--- config.mk ---
export PLATFORM = sky130hd
export DESIGN_NAME = varint_zigzag_decoder
export DESIGN_NICKNAME = d
export VERILOG_FILES = /design/src/rtl/vzd_pkg.sv /design/src/rtl/vzd_front.sv /design/src/rtl/vzd_queue.sv /design/src/rtl/vzd_back.sv /design/src/rtl/varint_zigzag_decoder.sv
export SDC_FILE = /design/constraint.sdc
export NUM_CORES = 1
export LEC_CHECK = 0
export ABC_AREA = 1
export BUFFER_PORTS_ARGS = -buffer_cell sky130_fd_sc_hd__buf_2
export CORE_ASPECT_RATIO = 1.5
export CORE_MARGIN = 1.5
export CORE_UTILIZATION = 35
export CTS_CLUSTER_DIAMETER = 60
export DETAILED_ROUTE_END_ITERATION = 16
export HOLD_SLACK_MARGIN = 0.02
export PLACE_DENSITY_LB_ADDON = 0.05
export SLEW_MARGIN = 30
export SYNTH_ARGS = -nofsm -noshare
export SYNTH_HDL_FRONTEND = slang
export SYNTH_SLANG_ARGS = --single-unit
--- constraint.sdc ---
create_clock -name clk -period 6.3 [get_ports clk]
set_input_delay 1.26 -clock clk [delete_from_list [all_inputs] [get_ports clk]]
set_output_delay 1.26 -clock clk [all_outputs]
set_load 0.02 [all_outputs]
--- src/rtl/vzd_pkg.sv ---
`timescale 1ns / 1ps
`default_nettype none
// ----------------------------------------------------------------------------
// vzd_pkg
// Shared types and constants for the varint / zigzag decoder.
// ----------------------------------------------------------------------------
package vzd_pkg;

    localparam int VALUE_W     = 64;
    localparam int COUNT_W     = 4;
    localparam int BYTE_W      = 8;
    localparam int PAYLOAD_W   = 7;
    localparam int SHIFT_W     = 6;
    localparam int NARROW_W    = 32;
    localparam int QUEUE_DEPTH = 2;

    localparam logic [COUNT_W-1:0] MAX_BYTES = COUNT_W'(10);

    // Bit 7 of a stream byte says another byte follows
    localparam int CONT_BIT = 7;

    typedef enum logic [1:0] {
        STATUS_OK        = 2'd0,
        STATUS_OVERLONG  = 2'd1,
        STATUS_TRUNCATED = 2'd2
    } status_t;

    typedef enum logic {
        CFG_ZIGZAG_ENABLE = 1'b0,
        CFG_NARROW_MODE   = 1'b1
    } cfg_index_t;

    // One finished varint or error, before zigzag / narrowing
    typedef struct packed {
        logic [VALUE_W-1:0] value;
        logic [COUNT_W-1:0] count;
        status_t            status;
    } result_t;

endpackage : vzd_pkg
`default_nettype wire

--- src/rtl/vzd_front.sv ---
`timescale 1ns / 1ps
`default_nettype none
// ----------------------------------------------------------------------------
// vzd_front
// Accepts stream bytes, gathers the 7-bit payloads and classifies each byte
// as continue, finished varint, overlong or truncated.
// ----------------------------------------------------------------------------
module vzd_front
    import vzd_pkg::*;
(
    input  wire logic              clk,
    input  wire logic              rst_n,
    input  wire logic              in_valid,
    output logic                   in_ready,
    input  wire logic [BYTE_W-1:0] in_byte,
    input  wire logic              in_last,
    input  wire logic              q_full,
    output logic                   q_push,
    output result_t                q_data
);

    logic [VALUE_W-1:0] acc_reg;
    logic [VALUE_W-1:0] acc_next;
    logic [COUNT_W-1:0] seen_reg;
    logic [COUNT_W-1:0] seen_next;
    logic [SHIFT_W-1:0] shift_full;
    logic [VALUE_W-1:0] merged;
    logic [COUNT_W-1:0] count;
    logic               accept;

    assign in_ready = !q_full;
    assign accept   = in_valid && in_ready;

    // At most nine bytes precede this one, so the offset stays below 64
    assign shift_full = SHIFT_W'(seen_reg) * SHIFT_W'(PAYLOAD_W);
    assign merged     = acc_reg |
                        (VALUE_W'(in_byte[PAYLOAD_W-1:0]) << shift_full);
    assign count      = seen_reg + COUNT_W'(1);

    always_comb
    begin
        acc_next       = acc_reg;
        seen_next      = seen_reg;
        q_push         = 1'b0;
        q_data.value   = '0;
        q_data.count   = count;
        q_data.status  = STATUS_OK;
        if (accept)
        begin
            acc_next  = '0;
            seen_next = '0;
            q_push    = 1'b1;
            if (!in_byte[CONT_BIT])
            begin
                q_data.value = merged;
            end
            else if (count == MAX_BYTES)
            begin
                q_data.count  = MAX_BYTES;
                q_data.status = STATUS_OVERLONG;
            end
            else if (in_last)
            begin
                q_data.status = STATUS_TRUNCATED;
            end
            else
            begin
                // hold the partial value, wait for the next byte
                acc_next  = merged;
                seen_next = count;
                q_push    = 1'b0;
            end
        end
    end

    always_ff @(posedge clk or negedge rst_n)
    begin
        if (!rst_n)
        begin
            acc_reg  <= '0;
            seen_reg <= '0;
        end
        else
        begin
            acc_reg  <= acc_next;
            seen_reg <= seen_next;
        end
    end

endmodule : vzd_front
`default_nettype wire

--- src/rtl/vzd_queue.sv ---
`timescale 1ns / 1ps
`default_nettype none
// ----------------------------------------------------------------------------
// vzd_queue
// Short register queue between the front and back stages.
// ----------------------------------------------------------------------------
module vzd_queue
    import vzd_pkg::*;
#(
    parameter int DEPTH = QUEUE_DEPTH
)
(
    input  wire logic    clk,
    input  wire logic    rst_n,
    input  wire logic    push,
    input  result_t      push_data,
    output logic         full,
    input  wire logic    pop,
    output result_t      pop_data,
    output logic         not_empty
);

    localparam int PTR_W = (DEPTH > 1) ? $clog2(DEPTH) : 1;
    localparam int CNT_W = $clog2(DEPTH + 1);

    result_t            entries [DEPTH];
    logic [PTR_W-1:0]   wr_ptr_reg;
    logic [PTR_W-1:0]   rd_ptr_reg;
    logic [CNT_W-1:0]   count_reg;
    logic [CNT_W-1:0]   count_next;
    logic               do_push;
    logic               do_pop;

    assign full      = (count_reg == CNT_W'(DEPTH));
    assign not_empty = (count_reg != '0);
    assign do_push   = push && !full;
    assign do_pop    = pop && not_empty;
    assign pop_data  = entries[rd_ptr_reg];

    always_comb
    begin
        count_next = count_reg;
        if (do_push && !do_pop)
        begin
            count_next = count_reg + CNT_W'(1);
        end
        else if (do_pop && !do_push)
        begin
            count_next = count_reg - CNT_W'(1);
        end
    end

    always_ff @(posedge clk or negedge rst_n)
    begin
        if (!rst_n)
        begin
            wr_ptr_reg <= '0;
            rd_ptr_reg <= '0;
            count_reg  <= '0;
        end
        else
        begin
            count_reg <= count_next;
            if (do_push)
            begin
                wr_ptr_reg <= (wr_ptr_reg == PTR_W'(DEPTH - 1)) ? '0
                                                                : wr_ptr_reg + PTR_W'(1);
            end
            if (do_pop)
            begin
                rd_ptr_reg <= (rd_ptr_reg == PTR_W'(DEPTH - 1)) ? '0
                                                                : rd_ptr_reg + PTR_W'(1);
            end
        end
    end

    always_ff @(posedge clk)
    begin
        if (do_push)
        begin
            entries[wr_ptr_reg] <= push_data;
        end
    end

endmodule : vzd_queue
`default_nettype wire

--- src/rtl/vzd_back.sv ---
`timescale 1ns / 1ps
`default_nettype none
// ----------------------------------------------------------------------------
// vzd_back
// Holds the mode registers, applies narrowing and zigzag to finished values
// and drives the registered result stream.
// ----------------------------------------------------------------------------
module vzd_back
    import vzd_pkg::*;
(
    input  wire logic               clk,
    input  wire logic               rst_n,
    input  wire logic               cfg_we,
    input  wire logic               cfg_index,
    input  wire logic               cfg_wdata,
    input  wire logic               q_not_empty,
    input  result_t                 q_data,
    output logic                    q_pop,
    output logic                    out_valid,
    input  wire logic               out_ready,
    output logic [VALUE_W-1:0]      out_value,
    output logic [COUNT_W-1:0]      out_count,
    output logic [1:0]              out_status
);

    logic               zigzag_reg;
    logic               narrow_reg;
    logic               valid_reg;
    result_t            res_reg;
    logic               load;
    logic [VALUE_W-1:0] finished;
    logic [NARROW_W-1:0] low;

    assign low = q_data.value[NARROW_W-1:0];

    always_comb
    begin
        finished = q_data.value;
        if (narrow_reg)
        begin
            finished = VALUE_W'(low);
            if (zigzag_reg)
            begin
                finished = VALUE_W'((low >> 1) ^ {NARROW_W{low[0]}});
            end
        end
        else if (zigzag_reg)
        begin
            finished = (q_data.value >> 1) ^ {VALUE_W{q_data.value[0]}};
        end
    end

    // Refill the output stage when it is empty or being drained
    assign load  = !valid_reg || out_ready;
    assign q_pop = load && q_not_empty;

    always_ff @(posedge clk or negedge rst_n)
    begin
        if (!rst_n)
        begin
            zigzag_reg <= 1'b1;
            narrow_reg <= 1'b0;
            valid_reg  <= 1'b0;
        end
        else
        begin
            if (cfg_we)
            begin
                unique case (cfg_index_t'(cfg_index))
                    CFG_ZIGZAG_ENABLE: zigzag_reg <= cfg_wdata;
                    CFG_NARROW_MODE:   narrow_reg <= cfg_wdata;
                    default:           ;
                endcase
            end
            if (load)
            begin
                valid_reg <= q_not_empty;
            end
        end
    end

    always_ff @(posedge clk)
    begin
        if (q_pop)
        begin
            res_reg.value  <= (q_data.status == STATUS_OK) ? finished : '0;
            res_reg.count  <= q_data.count;
            res_reg.status <= q_data.status;
        end
    end

    assign out_valid  = valid_reg;
    assign out_value  = res_reg.value;
    assign out_count  = res_reg.count;
    assign out_status = res_reg.status;

endmodule : vzd_back
`default_nettype wire

--- src/rtl/varint_zigzag_decoder.sv ---
`timescale 1ns / 1ps
`default_nettype none
// ----------------------------------------------------------------------------
// varint_zigzag_decoder
// Decodes protobuf-style varints from a byte stream, with optional 32-bit
// narrowing and zigzag decoding.
// ----------------------------------------------------------------------------
// One byte is taken every clock cycle while the queue has room. The front
// stage writes the result of the byte that ends a varint into a small queue
// and the back stage moves it from there into the output register. The queue
// depth sets how many results can wait before the input stalls; tready drops
// only when the queue is full. Mode registers take effect on results that
// leave the queue after the write.
// ----------------------------------------------------------------------------
module varint_zigzag_decoder
    import vzd_pkg::*;
#(
    parameter int DEPTH = QUEUE_DEPTH
)
(
    input  wire logic        clk,
    input  wire logic        rst_n,
    input  wire logic        cfg_we,
    input  wire logic        cfg_index,
    input  wire logic        cfg_wdata,
    input  wire logic        s_tvalid,
    output logic             s_tready,
    input  wire logic [7:0]  s_tdata,   // [7:0] data_byte
    input  wire logic        s_tlast,   // buffer_end
    output logic             m_tvalid,
    input  wire logic        m_tready,
    output logic [71:0]      m_tdata,   // [63:0] value_out, [67:64] byte_count, rest 0
    output logic [1:0]       m_tuser    // [1:0] status
);

    logic               q_full;
    logic               q_push;
    result_t            q_in;
    logic               q_pop;
    result_t            q_out;
    logic               q_not_empty;
    logic [VALUE_W-1:0] value_out;
    logic [COUNT_W-1:0] byte_count;

    vzd_front u_front (
        .clk      (clk),
        .rst_n    (rst_n),
        .in_valid (s_tvalid),
        .in_ready (s_tready),
        .in_byte  (s_tdata),
        .in_last  (s_tlast),
        .q_full   (q_full),
        .q_push   (q_push),
        .q_data   (q_in)
    );

    vzd_queue #(
        .DEPTH (DEPTH)
    ) u_queue (
        .clk       (clk),
        .rst_n     (rst_n),
        .push      (q_push),
        .push_data (q_in),
        .full      (q_full),
        .pop       (q_pop),
        .pop_data  (q_out),
        .not_empty (q_not_empty)
    );

    vzd_back u_back (
        .clk         (clk),
        .rst_n       (rst_n),
        .cfg_we      (cfg_we),
        .cfg_index   (cfg_index),
        .cfg_wdata   (cfg_wdata),
        .q_not_empty (q_not_empty),
        .q_data      (q_out),
        .q_pop       (q_pop),
        .out_valid   (m_tvalid),
        .out_ready   (m_tready),
        .out_value   (value_out),
        .out_count   (byte_count),
        .out_status  (m_tuser)
    );

    assign m_tdata = {4'b0, byte_count, value_out};

endmodule : varint_zigzag_decoder
`default_nettype wire

==> qor.csv, run 1 <==
metric,value,unit
VDD IR max,0.000327,V
register share of total power,0.361,
Netlist Area Pre-Place,13600,um2
Num Clock Sinks,285,
period utilisation layout,0.664,
post-synth top area share,0.465,
Max Cap Violations,0,
setup TNS,0,ns
fmax,0.239,GHz
Post-synth EDFFs,210,
pin count of the biggest net entering global routing,81,
Setup CP Type,reg2reg,
startpoint class of the critical path,register,
CP max-delay cell,fa_1,
"Clk pin slew, worst setup/hold paths",0.07,ns
M2 GR Usage,0.298,
CTS Hold Bufs,0,
Synth Instances,1385,
initial antenna violation count,1,
main flop type after synthesis,edfxtp_1,
wire length per cell,18.1,um
post-route minimum period,4.18,ns
Vias,9672,
Fillers,3777,
Placed Area,14300,um2
Max Root-Sink Buffers,3,
clk root buf,clkbuf_16,
sw frac,0.403,
"Req. time, crit path",6.63,ns
post-synthesis mux area share,0.000738,
M1 GR Usage,0.239,
simple-gate share of the synthesized area,0.171,
total CTS buffers,34,
Synth Area in Adders,0.0133,
Hold WS,0.498,ns
post_cts resized,0,
DR iter-0 viols,743,
Fin. Hold Viols,0,
Pins Over Slew Limit,0,
vias in the first global route,9296,
CP max stage delay,0.95,ns
H-tree Lvls,2,
"count leader, synth",nand2_1,
Worst Path Max Fanout,17,
post-synthesis compound-gate area fraction,0.112,
pwr dens,492,nW/um2
Avg Inst Size Synth,9.79,um2
CP cell instances,"clkinv_1, fa_1, inv_1, ha_1, inv_1, fa_1, inv_1, o21ai_2, nand3_1, a21oi_1",
die area,39900,um2
Die Y,244,um
Netlist cell types,41,
max reg flops,140,
status,"complete, no violations",
synthesis-stage register bit count,285,
Via density,4.93,
register area share after synthesis,0.604,
Switch Pwr,3.06,mW
antenna cells,0,
CTS tree,built,
Core Footprint,38300,um2
Die X,164,um
Worst Setup End Kind,register,
worst-margin pin slew,0.896,ns
final setup vio count,0,
GRT Total Usage,0.181,
global route hottest layer,met2,
combinational family with the most area after synthesis,simple AND/OR/NAND/NOR gates,
skew final,0.0154,ns
warnings from Yosys,0,
share of cells above drive strength 1,0.130,
Clock Power Share,0.257,
Leak,6.52,nW
worst-skew pair later-pin latency,0.52,ns
Cell Int Power,4.54,mW
cell family with most CP delay,adder cells,
first-pass GRT wire length,54900,um
drt pass-1 iters,5,
XOR/XNOR Fraction of Synth Area,0.0251,
# IOs,92,
antenna-violating nets left,0,
RSZ-0062 raised after global routing,false,
"Top cell by count, worst path",inv_1,
number of remaining DRC errors,0,
Starting Density,0.354,
cell taking the most area after synthesis,edfxtp_1,
largest cells by area after synthesis,"edfxtp_1 (47%), dfrtp_1 (14%), nand2_1 (8.6%)",
cell area after layout,15400,um2
worst rel slew slack,0.403,
Worst Path Arrival,4.51,ns
routability cong.,0.831,
Synth top cells by count,"nand2_1 (311), edfxtp_1 (210), a21oi_1 (130)",
post-DP HPWL,23300,um
Synth async-reset ratio,0.263,
GRT met3 Usage,0.0275,
worst path bufs/invs,4,
# rows,88,
final net count,1470,
GR Overflow Total,0,
worst min path class,reg2reg,
layout overhead on the synthesized area,13.8,%
postcts setup bufs,0,
Logic pwr share,0.382,
drt total wl,35600,um
Port-buffer cells,87,
## layout by cell type (no fill, tap or decap), types with 29 or more instances in the layout
master	count
nand2_1	311
nor2_1	83
nand3_1	111
xor2_1	33
edfxtp_1	210
dfrtp_1	73
o211ai_1	30
buf_2	86
a21oi_1	129
o21ai_0	75
inv_1	121
o21ai_1	29
clkbuf_16	35
## final timing paths
kind                                                  startpoint                          endpoint  slack (ns)  cells after the start
worst max register to register   u_front.seen_reg[0]$_DFFE_PN0P_  u_queue.entries[0][48]$_DFFE_PP_        2.12                     10
worst min-delay path            u_queue.count_reg[0]$_DFFE_PN0P_  u_queue.count_reg[0]$_DFFE_PN0P_        0.50                      1
max in group asynchronous                                  rst_n   u_front.seen_reg[0]$_DFFE_PN0P_        4.78                      2
worst min register to register  u_queue.count_reg[0]$_DFFE_PN0P_  u_queue.count_reg[0]$_DFFE_PN0P_        0.50                      1
min in group asynchronous                                  rst_n    u_queue.rd_ptr_reg$_DFFE_PN0P_        0.53                      1
worst max-delay path             u_front.seen_reg[0]$_DFFE_PN0P_  u_queue.entries[0][48]$_DFFE_PP_        2.12                     10
## layer usage
metal	share of wire	routed length, um
met1	0.45	15900
met4	0.030	1050
met3	0.039	1400
met5	0	0
met2	0.48	17200
## layout make-up
| class | instances | area, um2 | area share |
|---|---|---|---|
| flip-flops and latches | 285 | 8190 | 0.531 |
| clock inverters | 13 | 133 | 0.00860 |
| inverters | 132 | 495 | 0.0321 |
| well taps | 495 | 619 | 0.0401 |
| clock buffers | 48 | 975 | 0.0632 |
| repair buffers | 104 | 594 | 0.0385 |
| multi-input cells | 885 | 4420 | 0.287 |
## power by group through the flow
stage | clock [mW] | combinational [mW] | sequential, mW
after CTS | 2.01 | 2.96 | 2.75
after global routing | 2.08 | 3.25 | 2.79
after global placement | 0 | 2.96 | 2.77
after detailed placement | 0 | 2.95 | 2.78
after floorplan | 0 | 1.80 | 3.10
final | 1.95 | 2.90 | 2.74
## stage by stage
stage | util | power [mW] | cells | setup slack (ns)
global route | 0.403 | 8.11 | 1962 | 1.75
finish | 0.403 | 7.59 | 1962 | 2.12
floorplan | - | 4.89 | 1388 | 0.320
CTS | 0.402 | 7.71 | 1962 | 2.09
detailed placement | 0.374 | 5.74 | 1901 | 2.09
global placement | 0.373 | 5.73 | 1901 | 2.13
## cell families after synthesis
kind of cell    Yosys count
simple gates            549
xor+xnor                 38
buf+inv                 218
flops                   285
fa+ha+maj                12
mux                       1
other cells               1
compound gates          281
(Power assumes the default switching activity.)
==> run 2, diff against run 1 <==
clock period = 3.6 ns   (was 6.3 ns; I/O delays follow)
==> run 2 against run 1 <==
Global-route usage increased by 0.75 points. Clock power grew 55%. Combinational power rose by 80%. Die area unchanged. Utilization fell by 0.18 points. Final area shrank 0.45%. Non-clock buffer count grew 7. Largest power group unchanged.
==> qor.csv, run 2 (synthesis results as in run 1) <==
metric,value,unit,change
status,"complete, no violations",,unchanged
Placed Area,14400,um2,was 14300 um2
Core Footprint,38300,um2,unchanged
critical path startpoint,u_front.seen_reg[1]$_DFFE_PN0P_,,was u_front.seen_reg[0]$_DFFE_PN0P_
Worst Path Arrival,3.69,ns,was 4.51 ns
Overall Power,13.1,mW,was 7.59 mW
vias in the first global route,9327,,was 9296
multi-input logic area,4420,um2,about the same
CTS Hold Bufs,0,,unchanged
cell family with most CP delay,adder cells,,unchanged
cell area after layout,15400,um2,about the same
worst min path class,in2async,,was reg2reg
postcts setup bufs,0,,unchanged
post_cts resized,0,,unchanged
GR Overflow Total,0,,unchanged
# rows,88,,unchanged
clk root buf,clkbuf_16,,unchanged
Fillers,3798,,was 3777
Fin. Hold Viols,0,,unchanged
initial antenna violation count,0,,was 1
GRT met3 Usage,0.0222,,was 0.0275
"Req. time, crit path",4.00,ns,was 6.63 ns
Worst Setup End Kind,register,,unchanged
"commonest non-fill, non-tap cell in the layout",nand2_1,,unchanged
post-DP HPWL,24000,um,was 23300 um
share of cells above drive strength 1,0.126,,was 0.130
routability cong.,0.837,,was 0.831
CP cell instances,"inv_1, fa_1, inv_1, ha_1, inv_1, fa_1, xnor2_2, inv_2, nand2_1, nor2_1, nor2_1, nor2_1",,"was clkinv_1, fa_1, inv_1, ha_1, inv_1, fa_1, inv_1, o21ai_2, nand3_1, a21oi_1"
Port-buffer cells,87,,unchanged
CP max-delay cell,dfrtp_1,,was fa_1
DR iter-0 viols,635,,was 743
final net count,1474,,was 1470
antenna-violating nets left,0,,unchanged
RSZ-0062 raised after global routing,false,,unchanged
GRT Total Usage,0.188,,was 0.181
cell depth of the worst setup path,12,,was 10
Num Clock Sinks,285,,unchanged
Max Cap Violations,0,,unchanged
worst-margin pin slew,0.846,ns,was 0.896 ns
die area,39900,um2,unchanged
worst rel slew slack,0.436,,was 0.403
Register Area,8190,um2,unchanged
Starting Density,0.354,,unchanged
CP max stage delay,0.46,ns,was 0.95 ns
antenna cells,0,,unchanged
FF-to-FF Start,u_front.seen_reg[1]$_DFFE_PN0P_,,was u_front.seen_reg[0]$_DFFE_PN0P_
RR Endpoint,u_queue.entries[1][60]$_DFFE_PP_,,was u_queue.entries[0][48]$_DFFE_PP_
H-tree Lvls,1,,was 2
drt pass-1 iters,5,,unchanged
VDD IR max,0.000698,V,was 0.000327 V
skew final,0.0164,ns,was 0.0154 ns
first-pass GRT wire length,57100,um,was 54900 um
Die X,164,um,unchanged
pwr dens,850,nW/um2,was 492 nW/um2
Setup CP Type,reg2reg,,unchanged
Leak,6.48,nW,was 6.52 nW
Pins Over Slew Limit,0,,unchanged
r2r worst-path depth,12,,was 10
r2r setup slk,0.31,ns,was 2.12 ns
global route hottest layer,met2,,unchanged
wire length per cell,18.9,um,was 18.1 um
Via density,4.95,,was 4.93
Vias,9723,,was 9672
"Clk pin slew, worst setup/hold paths",0.07,ns,about the same
M1 GR Usage,0.253,,was 0.239
# IOs,92,,unchanged
CTS tree,built,,unchanged
most frequent cells in the layout,"nand2_1 (311), edfxtp_1 (210), a21oi_1 (129)",,unchanged
pin count of the biggest net entering global routing,72,,was 81
worst path bufs/invs,4,,unchanged
M2 GR Usage,0.323,,was 0.298
max reg flops,140,,unchanged
Place WS,0.309,ns,was 2.09 ns
layout overhead on the synthesized area,13.3,%,was 13.8%
fmax,0.304,GHz,was 0.239 GHz
period utilisation layout,0.915,,was 0.664
drt total wl,37000,um,was 35600 um
worst-skew pair later-pin latency,0.57,ns,was 0.52 ns
Critical Path Sink,u_queue.entries[1][60]$_DFFE_PP_,,was u_queue.entries[0][48]$_DFFE_PP_
post-route minimum period,3.29,ns,was 4.18 ns
number of remaining DRC errors,0,,unchanged
Die Y,244,um,unchanged
startpoint class of the critical path,register,,unchanged
worst setup margin,0.306,ns,was 2.12 ns
final setup vio count,0,,unchanged
total CTS buffers,31,,was 34
Max Root-Sink Buffers,3,,unchanged
Worst Path Max Fanout,16,,was 17
run 2: cell count changes in the layout (fill, tap and decap cells not counted), moves of 2 or more:
cell	previous run	this run
clkinv_2	5	3
buf_12	2	6
clkbuf_1	8	13
buf_4	15	19
clkbuf_8	5	2
clkbuf_16	35	31
run 2: cell type report:
type,count,share of cell area
sequential,285,0.533
clock buffer,46,0.0555
tap,495,0.0403
clock inverter,10,0.00611
multi-input combinational,885,0.288
inverter,132,0.0323
timing repair buffer,111,0.0451
run 2: worst register-to-register path: cells and delay by family (launching register included):
kind          cells  cell delay [ns]
buf+inv           4             0.49
xor+xnor          1             0.16
fa+ha+maj         3             1.07
simple gates      4             0.95
flops             1             0.46
run 2: through the flow:
step                       util  hold slack, ns  setup TNS (ns)  std cells
after floorplan               -           0.424          -0.160       1388
after global placement    0.376           0.478               0       1908
after detailed placement  0.376           0.484               0       1908
after CTS                 0.401           0.236               0       1964
after global routing      0.401           0.230               0       1964
final                     0.401           0.190               0       1964
run 2: worst min path at each step:
stage                                           from                               end  cells after the start
global route                                   rst_n   u_front.acc_reg[51]$_DFFE_PN0P_                      1
global placement    u_queue.count_reg[0]$_DFFE_PN0P_  u_queue.count_reg[0]$_DFFE_PN0P_                      1
CTS                                            rst_n    u_queue.wr_ptr_reg$_DFFE_PN0P_                      1
detailed placement  u_queue.count_reg[0]$_DFFE_PN0P_  u_queue.count_reg[0]$_DFFE_PN0P_                      1
floorplan                                      rst_n     u_back.narrow_reg$_DFFE_PN0P_                      0
finish                                         rst_n    u_queue.wr_ptr_reg$_DFFE_PN0P_                      1
run 2: layer usage:
layer	vias up	part of all wire
met5	-	0
met4	0	0.017
met3	37	0.033
met2	179	0.50
met1	4704	0.45
li1	4803	-
run 2: power breakdown:
part	internal, mW	total (mW)	switching [mW]
clock network	1.71	3.03	1.31
logic	1.41	5.21	3.81
registers	4.56	4.81	0.250
==> run 3, diff against run 2 <==
GPL_TIMING_DRIVEN = 0   (was default)
==> run 3 against run 2 <==
Clock power fell by 7.3%. Clock skew fell by 0.0026 ns. Die area did not move. Register-to-register slack got worse by 0.096 ns. Via count rose by 3.3%. Cell count rose by 4.0%. Wire length rose by 3.8%. Non-clock buffer count rose by 81. Power rose by 2.2%. Final area rose by 4.3%. Critical path depth did not move. Largest cell class unchanged. Count of clock-buffer cells in the layout fell by 11.
==> qor.csv, run 3 (synthesis results as in run 1) <==
metric,value,unit,change
status,"complete, no violations",,unchanged
Via density,4.92,,was 4.95
routability cong.,0.918,,was 0.837
CP max-delay cell,fa_1,,was dfrtp_1
Fillers,3743,,was 3798
most frequent cells in the layout,"nand2_1 (311), edfxtp_1 (210), inv_1 (122)",,"was nand2_1 (311), edfxtp_1 (210), a21oi_1 (129)"
final setup vio count,0,,unchanged
antenna cells,0,,unchanged
Starting Density,0.354,,unchanged
RR Endpoint,u_queue.entries[1][43]$_DFFE_PP_,,was u_queue.entries[1][60]$_DFFE_PP_
share of cells above drive strength 1,0.160,,was 0.126
number of cells on the worst hold path,2,,
Worst Setup End Kind,register,,unchanged
Pins Over Slew Limit,0,,unchanged
Overall Power,13.3,mW,was 13.1 mW
Placed Cells,1983,,was 1908
worst min path class,in2reg,,was in2async
wire length per cell,18.8,um,was 18.9 um
CP max stage delay,0.50,ns,was 0.46 ns
first-pass GRT wire length,59100,um,was 57100 um
initial antenna violation count,0,,unchanged
"Clk pin slew, worst setup/hold paths",0.06,ns,was 0.07 ns
layout overhead on the synthesized area,18.1,%,was 13.3%
post-DP HPWL,29400,um,was 24000 um
worst-margin pin slew,0.820,ns,was 0.846 ns
setup TNS,0,ns,unchanged
fmax,0.295,GHz,was 0.304 GHz
Leak,6.78,nW,was 6.48 nW
r2r setup slk,0.21,ns,was 0.31 ns
DR iter-0 viols,673,,was 635
post-route minimum period,3.39,ns,was 3.29 ns
r2r worst-path depth,12,,unchanged
H-tree Lvls,1,,unchanged
pwr dens,833,nW/um2,was 850 nW/um2
Max Cap Violations,0,,unchanged
vias in the first global route,9841,,was 9327
RSZ-0062 raised after global routing,false,,unchanged
# IOs,92,,unchanged
CTS tree,built,,unchanged
worst-skew pair later-pin latency,0.55,ns,was 0.57 ns
Vias,10000,,was 9723
"commonest non-fill, non-tap cell in the layout",nand2_1,,unchanged
die area,39900,um2,unchanged
"Req. time, crit path",3.93,ns,was 4.00 ns
period utilisation layout,0.942,,was 0.915
Num Clock Sinks,285,,unchanged
antenna-violating nets left,0,,unchanged
skew final,0.0139,ns,was 0.0164 ns
final net count,1553,,was 1474
GRT Total Usage,0.198,,was 0.188
startpoint class of the critical path,register,,unchanged
Die Y,244,um,unchanged
"Top cell by count, worst path",inv_1,,
CP cell instances,"inv_1, fa_1, inv_1, ha_1, inv_1, fa_1, xnor2_4, inv_2, buf_2, nor2_1, nand2_1, a21oi_1",,"was inv_1, fa_1, inv_1, ha_1, inv_1, fa_1, xnor2_2, inv_2, nand2_1, nor2_1, nor2_1, nor2_1"
FF-to-FF Start,u_front.seen_reg[2]$_DFFE_PN0P_,,was u_front.seen_reg[1]$_DFFE_PN0P_
Setup CP Type,reg2reg,,unchanged
Worst Hold End,u_back.out_valid$_DFFE_PN0N_,,
fin cells,2042,,was 1964
VDD IR max,0.000483,V,was 0.000698 V
Core Footprint,38300,um2,unchanged
max reg flops,140,,unchanged
worst rel slew slack,0.448,,was 0.436
Max Root-Sink Buffers,3,,unchanged
drt total wl,38400,um,was 37000 um
Hold Startpoint,m_tready,,
Fin. Hold Viols,0,,unchanged
GR Overflow Total,0,,unchanged
Die X,164,um,unchanged
drt pass-1 iters,5,,unchanged
number of remaining DRC errors,0,,unchanged
Worst Path Max Fanout,10,,was 16
Worst Path Arrival,3.72,ns,was 3.69 ns
# rows,88,,unchanged
Port-buffer cells,87,,unchanged
clk root buf,clkbuf_16,,unchanged
pin count of the biggest net entering global routing,59,,was 72
total CTS buffers,29,,was 31
## run 3: cell type report
| class | instances | area (um2) | area share |
|---|---|---|---|
| Buffer | 86 | 507 | 0.0316 |
| Timing Repair Buffer | 106 | 822 | 0.0513 |
| Inverter | 132 | 498 | 0.0311 |
| Multi-Input combinational cell | 885 | 4510 | 0.281 |
| Clock buffer | 35 | 748 | 0.0467 |
| Clock inverter | 18 | 129 | 0.00805 |
| Tap cell | 495 | 619 | 0.0387 |
| Sequential cell | 285 | 8180 | 0.511 |
## run 3: power by group
part           total (mW)  leakage [nW]  switching (mW)  internal [mW]
Sequential           4.76          3.07           0.207           4.55
Combinational        5.77          3.29            4.02           1.76
Clock                2.81         0.426            1.20           1.61
## run 3: what timing repair did
action,4_1_cts,5_1_grt
resized for setup,8,23
hold buffers,1,0
hold endpoints to repair,17,0
setup endpoints to repair,82,111
pin swaps,0,4
setup buffers,0,5
## run 3: through the flow
step / util / hold slack, ns / worst slack [ns] / cell area, um2
after floorplan: - / 0.424 / -0.160 / 13600
after global placement: 0.382 / 0.486 / -1.91 / 14600
after detailed placement: 0.391 / 0.482 / -0.342 / 15000
after CTS: 0.415 / 0.334 / 0.00353 / 15900
after global routing: 0.418 / 0.383 / 0.00436 / 16000
final: 0.418 / 0.358 / 0.210 / 16000
## run 3: layer usage
| layer | vias to the layer above | track usage | share of wire |
|---|---|---|---|
| met4 | 0 | 0.0885 | 0.046 |
| met5 | - | 0 | 0 |
| met3 | 65 | 0.0197 | 0.034 |
| met2 | 228 | 0.337 | 0.50 |
| met1 | 4776 | 0.252 | 0.42 |
| li1 | 4976 | - | - |
## run 3: how the worst max path moves through the flow
stage | startpoint | to | slack [ns]
5_1_grt | u_front.seen_reg[1]$_DFFE_PN0P_ | u_queue.entries[1][43]$_DFFE_PP_ | 0.004
3_5_place_dp | u_front.seen_reg[0]$_DFFE_PN0P_ | u_queue.entries[1][34]$_DFFE_PP_ | -0.34
2_1_floorplan | m_tready | u_queue.count_reg[1]$_DFFE_PN0P_ | -0.16
4_1_cts | u_front.seen_reg[0]$_DFFE_PN0P_ | u_queue.entries[1][27]$_DFFE_PP_ | 0.004
6_report | u_front.seen_reg[2]$_DFFE_PN0P_ | u_queue.entries[1][43]$_DFFE_PP_ | 0.21
3_3_place_gp | s_tvalid | u_queue.entries[1][27]$_DFFE_PP_ | -1.91
## run 3: worst max-delay path: cells and delay by family, from the launching register on
kind | cells | cell delay, ns
compound gates | 1 | 0.31
xor+xnor | 1 | 0.25
fa+ha+maj | 3 | 1.10
buf+inv | 5 | 0.67
flops | 1 | 0.43
simple gates | 2 | 0.41
